===== src/sv/itoa_pkg.sv =====
// shared types, character constants and digit helpers for the itoa unit
// no dependencies
package itoa_pkg;

	typedef logic [5:0] radix_t;
	typedef logic [5:0] digit_t;
	typedef logic [6:0] char_t;

	localparam char_t  CHAR_ZERO   = 7'h30;
	localparam char_t  CHAR_A      = 7'h61;
	localparam char_t  CHAR_MINUS  = 7'h2D;
	localparam char_t  CHAR_NINE   = 7'h39;
	localparam char_t  CHAR_Z      = 7'h7A;
	localparam digit_t MAX_DIGIT   = 6'd9;
	localparam radix_t DECIMAL     = 6'd10;
	localparam radix_t RADIX_MIN   = 6'd2;
	localparam radix_t RADIX_MAX   = 6'd36;
	localparam radix_t RADIX_RESET = 6'd10;

	// clamp the register into 2..36
	function automatic radix_t eff_radix(input radix_t r);
		radix_t res;
		res = r;
		if (r < RADIX_MIN) begin
			res = RADIX_MIN;
		end else if (r > RADIX_MAX) begin
			res = RADIX_MAX;
		end
		return res;
	endfunction

	// digit value to ascii, lower-case letters above nine
	function automatic char_t digit_to_char(input digit_t d);
		char_t c;
		if (d > MAX_DIGIT) begin
			c = char_t'(d) - char_t'(DECIMAL) + CHAR_A;
		end else begin
			c = char_t'(d) + CHAR_ZERO;
		end
		return c;
	endfunction

endpackage


===== src/sv/integer_to_radix_ascii_unit.sv =====
// itoa unit top level: integer to ascii digits in radix 2..36
// depends on itoa_pkg and itoa_ram
//
// usage
//   input channel: in_valid / in_stall / value, one signed integer per beat
//   output channel: out_valid / out_stall / char_code / last_char, one
//   ascii character per beat, most significant digit first, last_char set
//   on the final character of each number
//   config: cfg_we / cfg_wdata write the radix register (reset 10); values
//   below 2 act as 2, above 36 act as 36; write only while idle
//   radix 10 with a negative value puts a '-' first; other radices read
//   the bits as unsigned; zero gives a single '0'
// timing
//   digits come from a bit-serial restoring divider, least significant
//   digit first; each digit character then goes through the digit ram
//   read port in the ST_READ and ST_LOAD states
//   in_stall rises after the accepted beat and stays high until the last
//   character is loaded into the output register
// reset
//   arst_n clears the sequencer, the output valid and the radix (to 10)
// backpressure
//   out_stall holds the output register; the sequencer waits with it
module integer_to_radix_ascii_unit #(
	parameter int VALUE_WIDTH = 32
) (
	input  logic                          clk,
	input  logic                          arst_n,
	input  logic                          cfg_we,
	input  itoa_pkg::radix_t              cfg_wdata,
	input  logic                          in_valid,
	output logic                          in_stall,
	input  logic signed [VALUE_WIDTH-1:0] value,
	output logic                          out_valid,
	input  logic                          out_stall,
	output itoa_pkg::char_t               char_code,
	output logic                          last_char
);

	// digit store index and digit count widths
	localparam int IDX_W = $clog2(VALUE_WIDTH);
	localparam int CNT_W = $clog2(VALUE_WIDTH + 1);

	// sequencer states
	localparam logic [2:0] ST_IDLE = 3'd0;
	localparam logic [2:0] ST_DIV  = 3'd1;
	localparam logic [2:0] ST_SIGN = 3'd2;
	localparam logic [2:0] ST_READ = 3'd3;
	localparam logic [2:0] ST_LOAD = 3'd4;

	logic [2:0]             state_q;
	itoa_pkg::radix_t       radix_q;    // config register
	itoa_pkg::radix_t       rdx_q;      // clamped radix for this number
	logic                   minus_q;
	logic [VALUE_WIDTH-1:0] dvd_q;      // dividend shifting out, quotient in
	itoa_pkg::digit_t       rem_q;      // partial remainder
	logic [IDX_W-1:0]       bit_q;      // divide step counter
	logic [CNT_W-1:0]       cnt_q;      // digits stored / left to send
	logic                   out_valid_q;
	itoa_pkg::char_t        char_q;
	logic                   last_q;

	logic                   in_accept;
	logic                   out_free;
	logic                   out_load;
	itoa_pkg::radix_t       rdx_in;
	logic                   neg_in;
	logic [VALUE_WIDTH-1:0] mag_in;
	logic [6:0]             trial;
	logic                   ge;
	itoa_pkg::digit_t       rem_nxt;
	logic [VALUE_WIDTH-1:0] quot_nxt;
	logic                   digit_done;
	logic [CNT_W-1:0]       cnt_m1;
	itoa_pkg::digit_t       rd_digit;

	assign in_stall  = (state_q != ST_IDLE);
	assign in_accept = in_valid && !in_stall;
	// output register can take a new character this cycle
	assign out_free  = !out_valid_q || !out_stall;
	// a sign or a digit goes into the output register this cycle
	assign out_load  = out_free &&
		(((state_q == ST_SIGN) && minus_q) || (state_q == ST_LOAD));

	// magnitude: only radix 10 treats the value as signed
	assign rdx_in = itoa_pkg::eff_radix(radix_q);
	assign neg_in = value[VALUE_WIDTH-1] && (rdx_in == itoa_pkg::DECIMAL);
	assign mag_in = neg_in ? (~value + 1'b1) : value;

	// one restoring divide step: bring in the next dividend bit
	assign trial    = {rem_q, dvd_q[VALUE_WIDTH-1]};
	assign ge       = (trial >= {1'b0, rdx_q});
	assign rem_nxt  = ge ? 6'(trial - {1'b0, rdx_q}) : trial[5:0];
	assign quot_nxt = {dvd_q[VALUE_WIDTH-2:0], ge};

	assign digit_done = (state_q == ST_DIV) && (bit_q == IDX_W'(VALUE_WIDTH - 1));
	assign cnt_m1     = cnt_q - CNT_W'(1);

	// digits land least significant first, read back from the top
	itoa_ram #(
		.WIDTH(6),
		.DEPTH(VALUE_WIDTH)
	) u_store (
		.clk  (clk),
		.we   (digit_done),
		.waddr(cnt_q[IDX_W-1:0]),
		.wdata(rem_nxt),
		.raddr(cnt_m1[IDX_W-1:0]),
		.rdata(rd_digit)
	);

	always_ff @(posedge clk or negedge arst_n) begin
		if (!arst_n) begin
			state_q     <= ST_IDLE;
			radix_q     <= itoa_pkg::RADIX_RESET;
			minus_q     <= 1'b0;
			cnt_q       <= '0;
			bit_q       <= '0;
			out_valid_q <= 1'b0;
		end else begin
			if (cfg_we) begin
				radix_q <= cfg_wdata;
			end
			// new beat loaded, else the taken beat empties the register
			if (out_load) begin
				out_valid_q <= 1'b1;
			end else if (!out_stall) begin
				out_valid_q <= 1'b0;
			end
			case (state_q)
				ST_IDLE: begin
					if (in_accept) begin
						rdx_q   <= rdx_in;
						minus_q <= neg_in;
						dvd_q   <= mag_in;
						rem_q   <= '0;
						bit_q   <= '0;
						cnt_q   <= '0;
						state_q <= ST_DIV;
					end
				end
				ST_DIV: begin
					dvd_q <= quot_nxt;
					if (digit_done) begin
						cnt_q <= cnt_q + CNT_W'(1);
						rem_q <= '0;
						bit_q <= '0;
						// quotient zero ends extraction, zero input gives one digit
						if (quot_nxt == '0) begin
							state_q <= ST_SIGN;
						end
					end else begin
						rem_q <= rem_nxt;
						bit_q <= bit_q + IDX_W'(1);
					end
				end
				ST_SIGN: begin
					if (!minus_q) begin
						state_q <= ST_READ;
					end else if (out_free) begin
						char_q  <= itoa_pkg::CHAR_MINUS;
						last_q  <= 1'b0;
						minus_q <= 1'b0;
						state_q <= ST_READ;
					end
				end
				ST_READ: begin
					// ram address already points at the top digit
					state_q <= ST_LOAD;
				end
				ST_LOAD: begin
					if (out_free) begin
						char_q  <= itoa_pkg::digit_to_char(rd_digit);
						last_q  <= (cnt_q == CNT_W'(1));
						cnt_q   <= cnt_m1;
						state_q <= (cnt_q == CNT_W'(1)) ? ST_IDLE : ST_READ;
					end
				end
				default: begin
					state_q <= ST_IDLE;
				end
			endcase
		end
	end

	assign out_valid = out_valid_q;
	assign char_code = char_q;
	assign last_char = last_q;

endmodule


===== src/sv/itoa_ram.sv =====
// generic single write, single read ram with registered read data
// no dependencies
module itoa_ram #(
	parameter int WIDTH = 6,
	parameter int DEPTH = 32
) (
	input  logic                     clk,
	input  logic                     we,
	input  logic [$clog2(DEPTH)-1:0] waddr,
	input  logic [WIDTH-1:0]         wdata,
	input  logic [$clog2(DEPTH)-1:0] raddr,
	output logic [WIDTH-1:0]         rdata
);

	logic [WIDTH-1:0] mem_q [DEPTH];

	always_ff @(posedge clk) begin
		if (we) begin
			mem_q[waddr] <= wdata;
		end
		rdata <= mem_q[raddr];
	end

endmodule


===== config.mk =====
export PLATFORM = sky130hd
export DESIGN_NAME = integer_to_radix_ascii_unit
export DESIGN_NICKNAME = d
export VERILOG_FILES = /design/src/sv/itoa_pkg.sv /design/src/sv/integer_to_radix_ascii_unit.sv /design/src/sv/itoa_ram.sv
export SDC_FILE = /design/constraint.sdc
export NUM_CORES = 1
export LEC_CHECK = 0
export ABC_CLOCK_PERIOD_IN_PS = 6700
export BUFFER_PORTS_ARGS = -buffer_cell sky130_fd_sc_hd__buf_2
export CORE_MARGIN = 5
export CORE_UTILIZATION = 40
export DETAILED_ROUTE_END_ITERATION = 8
export GPL_ROUTABILITY_DRIVEN = 0
export SLEW_MARGIN = 10
export SYNTH_ARGS = -nofsm -noshare
export SYNTH_HDL_FRONTEND = slang
export SYNTH_SLANG_ARGS = --single-unit

===== constraint.sdc =====
create_clock -name clk -period 6.7 [get_ports clk]
set_clock_uncertainty 0.05 [all_clocks]
set_input_delay 0 -clock clk [delete_from_list [all_inputs] [get_ports clk]]
set_output_delay 0 -clock clk [all_outputs]
set_load 0.1 [all_outputs]

# Word level (Yosys, flattened, before mapping)
# Memory sizes are Yosys's and may differ from the RTL's. A register that Yosys moved wholly into a read port is not among the register bits.
# Index checks and enable logic that the tools add are counted.
dict set report word_totals {
  regBits 74
  ramBits 192
  in_bits 43
  output_inout_bits 10
  wordCells 104
  mem_count 1
}
# memory words width read_ports rd_ports_with_merged_regs write_ports line
set mem_list {}
lappend mem_list {u_store.mem_q 32 6 1 1 1 itoa_ram.sv:15} ;# logic [WIDTH-1:0] mem_q [DEPTH];
dict set report op_classes {
  add_sub_neg 8
  n_lt_le_gt_ge 4
  n_eq_ne 15
  n_mux 40
  bitwise 1
  reduce_logical 24
}
# op count
set ops {}
lappend ops {{$mux 32} 2}
lappend ops {{$pmux 32 s2} 1}
lappend ops {{$mux 6} 7}
lappend ops {{$add 32x1->32 const B} 1}
lappend ops {{$logic_not 32->1} 1}
lappend ops {{$not 32->32} 1}
lappend ops {{$mux 7} 4}
lappend ops {{$mux 3} 6}
lappend ops {{$pmux 6 s3} 1}
lappend ops {{$pmux 3 s5} 1}
lappend ops {{$pmux 7 s2} 1}
lappend ops {{$pmux 6 s2} 1}
lappend ops {{$mux 1} 10}
lappend ops {{$mux 5} 2}
lappend ops {{$ne 2x2->1 const B} 5}
lappend ops {{$pmux 5 s2} 1}
lappend ops {{$reduce_and 5->1} 2}
lappend ops {{$add 6x6->7 const B} 1}
lappend ops {{$add 7x7->7 const B} 1}
lappend ops {{$ge 7x6->1} 1}
lappend ops {{$sub 6x4->7 const B} 1}
lappend ops {{$add 6x1->6 const B} 1}
lappend ops {{$eq 3x2->1 const B} 2}
lappend ops {{$eq 6x1->1 const B} 1}
lappend ops {{23 further kinds} 37}

# Logic depth before layout (Yosys ltp)
dict set report depth {
  depth_word 8
  depth_mapped 10
  ltp_nobuf 8
}

# Hierarchy
# A second synthesis with hierarchy kept.
dict set report hier_totals {
  hier_cells 806
  hier_area_um2 12389.4
}
# module n_inst cells_per_inst area_per_inst_um2 seq_area_each_um2
set by_module_without_submodules {}
lappend by_module_without_submodules {itoa_ram 1 323 7589.8 5885.6}
lappend by_module_without_submodules {integer_to_radix_ascii_unit 1 483 4799.6 2114.5}

# Worst setup path after synthesis
# Ideal clock, no wire load.
dict set report synth_path {
  kind {reg-to-reg}
  start {register rem_q[2]}
  end {memory u_store.mem_q[0][5] (data pin)}
  setup_ns 0.445
  arrival_ns 2.616
  required_ns 6.205
  path_slack_ns 3.589
  path_stages_with_launch 6
  n_path_buf 0
  period_less_slack_ns 3.111
  cell_sequence {edfxtp_1 -> ha_1 -> a21o_1 -> a21o_1 -> o21a_1 -> nor3_1}
}
dict set report synth_via {
  elab_chain_cells 2
  elab_cells_between_ends 3
  cone_classes {add/sub: 1; order compare: 1; mux: 1}
}
# element line
set synth_lines {}
lappend synth_lines {{from (decl)} integer_to_radix_ascii_unit.sv:55} ;# itoa_pkg::digit_t rem_q;
lappend synth_lines {{from (signal assigned)} integer_to_radix_ascii_unit.sv:152} ;# rem_q <= rem_nxt;
lappend synth_lines {{$sub 6x6->6 / $ge 7x6->1 (equally long branches)} {integer_to_radix_ascii_unit.sv:92, integer_to_radix_ascii_unit.sv:91}}
lappend synth_lines {{$mux 6 *} integer_to_radix_ascii_unit.sv:92} ;# assign rem_nxt = ge ? 6'(trial - {1'b0, rdx_q}) : trial[5:0];
lappend synth_lines {{named net rem_nxt[5]} integer_to_radix_ascii_unit.sv:70} ;# itoa_pkg::digit_t rem_nxt;
lappend synth_lines {{to (decl)} itoa_ram.sv:15}
# The timed path passes the listed nets; every way through them passes the cells marked *.

# Final worst setup path
dict set report layout_path {
  start {register cnt_q[0]}
  end {register u_store.rdata[1] (read register of u_store.mem_q)}
}
dict set report layout_via {
  elab_chain_cells 1
}
# element line
set layout_lines {}
lappend layout_lines {{from (decl)} integer_to_radix_ascii_unit.sv:57} ;# logic [CNT_W-1:0] cnt_q;
lappend layout_lines {{from (signal assigned)} integer_to_radix_ascii_unit.sv:144} ;# cnt_q <= cnt_q + CNT_W'(1);
lappend layout_lines {{from (signal assigned)} integer_to_radix_ascii_unit.sv:174} ;# cnt_q <= cnt_m1;
lappend layout_lines {{$sub 6x1->6} integer_to_radix_ascii_unit.sv:96} ;# assign cnt_m1 = cnt_q - CNT_W'(1);
lappend layout_lines {{to (decl)} itoa_ram.sv:12} ;# output logic [WIDTH-1:0] rdata
# No other way between the ends.
# A chain may end at the register's enable or synchronous reset.

==> summary.txt <==
Timing
  – Period minus WS final: 3790 ps
  – Max_slew headroom: 18.1%
  – Hold Fails Final Rpt: 0
  – Worst Tran Pin Value: 1220 ps
  – Tcrit/Tclk final: 56.6%
  – Highest Clock Rate: 0.264 GHz
  – Setup TNS: 0 ps
  – Final Max Tran Viols: 0
  – RSZ-0062 raised after global routing: no
  – Final setup viols: 0
  – Hold_ws: 262 ps

Logic synthesis
  – Synth Cell Area: 0.0124 mm2
  – Post-synth EDFFs: 244
  – Warnings from Yosys: 0
  – Count of state elements after synthesis: 272
  – Async SR Flop Fraction: 8.09%
  – Syn avg cell area: 14.1 um2
  – Top FF cell, synth: edfxtp_1
  – Post-Syn Nets: 947
  – Netlist cell types: 65
  – Post-Syn Instances: 883
  – Sequential area share after synthesis: 64.3%

Worst hold path
  – Hold_sp: cfg_we
  – Tightest Hold Check Type: input port to flip-flop
  – Hold worst-path end: radix_q[5]
  – Hold Path Depth: 3

Drt
  – Drt first-iter violations: 479
  – Post-Route WL: 27,300 um
  – Pre-antenna DRT Iters: 5
  – ANT nets after route: 0
  – Via/cell ratio: 5.41
  – DRC: 0
  – Routed len/inst: 19.5 um
  – Via count: 7,588

Setup path
  – R2R depth: 7
  – Worst r2r src: cnt_q[0]
  – Critical path startpoint: cnt_q[0]
  – Critical-path top delay cell: dfrtp_4
  – Critical path depth: 7
  – Critical path capture point type: flip-flop
  – Crit-path max cell delay: 1120 ps
  – Worst reg-to-reg setup slack: 2910 ps
  – Worst r2r dst: u_store.rdata[1]
  – Crit-path cells: inv_1 > ha_2 > buf_4 > mux4_2 > mux2i_1 > o22ai_1 > a211o_1
  – CP bufs+invs: 2
  – Critical path class: flip-flop to flip-flop
  – Crit path launch type: flip-flop
  – Critical path peak fanout: 58
  – Worst Path Arrival: 4160 ps
  – Worst EP required: 7070 ps
  – CP top delay family: flip-flops

Clocking
  – Clock Latency Late Sink: 540 ps
  – CTS sink cnt: 272
  – # H-tree levels: 1
  – Post-CTS Setup Bufs: 0
  – Longest Clk Path Bufs: 3
  – Clock buffer count from CTS: 29
  – CTS tree: yes
  – Clock Root Buffer: clkbuf_16
  – CTS clk-pin slew, worst paths: 70 ps

Pwr
  – Clock Power Share: 25.7%
  – Leak pwr: 5.10 nW
  – Sw Pwr: 2.16 mW
  – Final Power: 6.37 mW
  – Switching Fraction: 34.0%
  – Power Internal: 4.21 mW
  – Seq pwr share: 41.4%
  – Power density over the cells: 435 mW/mm2
  – Comb power frac: 32.9%
  – VDD IR max: 0.261 mV

Global route
  – Overflow after GRT: 0
  – Largest net degree at the start of global routing: 59
  – First-pass GRT wire length: 43,300 um
  – Vias in the first global route: 7,698
  – Initial antenna violation count: 0
  – Gr usage total: 15.3%

Floorplan
  – Die W: 186 um
  – Site Rows: 64
  – IO Count: 53
  – Core ar.: 0.0307 mm2
  – Die height: 186 um
  – Die Area: 0.0347 mm2
  – Initial Utilization: 40.6%

Status
  – Outcome: complete, no violations

Cells and area
  – Ant diodes: 0
  – Fraction of layout cells with a size suffix above 1: 19.1%
  – NumNets Final: 1,047
  – Layout area overhead: 17.7%
  – Fin util: 47.7%

Placement
  – Number of buffers added on ports: 52
  – Post-DP HPWL: 18,000 um

Run
  – Max-Cap Viols: 0
-- sequential cells by signal, summed over array words and instances (netlist names) --
register and cells:
cnt_q 6, char_code 7, rdx_q 6, state_q 3
radix_q 6, rem_q 6, last_char 1, out_valid 1
u_store.rdata 6, minus_q 1, dvd_q 32, u_store.mem_q 192
bit_q 5
-- repair_timing --
| action | CTS | global route |
|---|---|---|
| hold buffers | 55 | 0 |
| endpoints found under the hold margin | 73 | 0 |
| gates resized for setup | 0 | 0 |
-- per-layer routing --
layer / vias up / global-route usage [%] / wire length, um
li1: 3589 / - / -
met1: 3823 / 20.2 / 11900
met2: 145 / 27.2 / 14000
met3: 31 / 2.06 / 984
met4: 0 / 3.19 / 385
met5: - / 0 / 0
-- worst reg2reg max path, cell delays in order, from the launching register on --
cell	delay, ps
dfrtp_4	1120
inv_1	290
ha_2	840
buf_4	460
mux4_2	370
mux2i_1	150
o22ai_1	100
a211o_1	290
-- cells in the final DEF (no fill, tap or decap), types with 12 or more instances in the layout --
cell	Yosys	routed
dlygate4sd3_1	0	55
nand2_1	79	79
xnor2_1	36	36
a21oi_1	33	31
ha_1	20	19
nand3_1	16	16
mux4_2	48	48
a31oi_1	15	15
o21ai_0	42	42
nor4_1	12	12
edfxtp_1	244	244
mux2i_1	17	17
dfrtp_1	20	19
clkbuf_16	0	29
nor2_1	83	82
buf_2	12	52
nor3_1	18	17
inv_1	31	31
-- cells by family (layout without fill, tap and decap cells) --
group | count (synthesis) | in the layout | synth area share, %
muxes | 72 | 72 | 10.7
DFF | 272 | 272 | 64.3
AOI/OAI and AO/OA | 146 | 146 | 7.44
buffers and inverters | 76 | 199 | 2.44
xor gates and xnor gates | 40 | 40 | 2.82
adders and majority gates | 22 | 22 | 2.25
and+or+nand+nor | 255 | 255 | 10.1
-- worst max path at each step --
stage	endpoint	slack, ps
after floorplan	u_store.mem_q[0][5]	3590
after global placement	u_store.rdata[3]	2890
after detailed placement	u_store.rdata[2]	2840
after CTS	u_store.rdata[2]	2810
after global routing	u_store.rdata[1]	2500
final	u_store.rdata[1]	2910
-- synthesized netlist by cell type (all sizes together) (4+ instances only) --
cell | n | area [um2]
a31oi | 15 | 93.8
a22o | 5 | 43.8
buf | 15 | 75.1
or3 | 5 | 31.3
nor4 | 16 | 160
a211o | 7 | 61.3
nand2 | 79 | 297
a211oi | 5 | 37.5
mux2i | 17 | 170
dfxtp | 6 | 120
edfxtp | 244 | 7330
nand2b | 7 | 43.8
clkbuf | 30 | 113
nand3 | 16 | 80.1
xor2 | 4 | 35.0
o22ai | 6 | 37.5
xnor2 | 36 | 315
dfrtp | 20 | 500
o211ai | 5 | 37.5
nor2 | 83 | 312
or3b | 4 | 35.0
a41oi | 4 | 42.6
a21oi | 34 | 174
or4 | 5 | 45.0
nor3 | 19 | 100
o21ai | 43 | 215
mux2 | 7 | 78.8
mux4 | 48 | 1080
nand4 | 4 | 25.0
ha | 20 | 250
inv | 31 | 116
nor2b | 4 | 25.0
-- power by group through the flow --
stage	combinational, mW	clock [mW]	sequential, mW
6_report	2.10	1.64	2.63
5_1_grt	2.31	1.74	2.67
3_5_place_dp	2.09	0	2.68
3_3_place_gp	2.07	0	2.67
2_1_floorplan	1.57	0	2.51
4_1_cts	2.13	1.68	2.64
-- cell type report --
| cell class | instances | area (um2) |
|---|---|---|
| fill | 2663 | 16000 |
| inverter | 31 | 116 |
| clock buffer | 32 | 737 |
| multi-input combinational | 535 | 4170 |
| timing repair buffer | 114 | 863 |
| clock inverter | 22 | 250 |
| sequential | 272 | 8000 |
| tap | 396 | 495 |
-- stage by stage --
step	instance area, um2	instances	setup WS (ps)
after global placement	13100	1293	2890
after floorplan	12400	883	3590
after detailed placement	13100	1293	2840
after CTS	14600	1402	2810
after global routing	14600	1402	2500
final	14600	1402	2910
No activity file was read; power rests on OpenSTA's default activity.
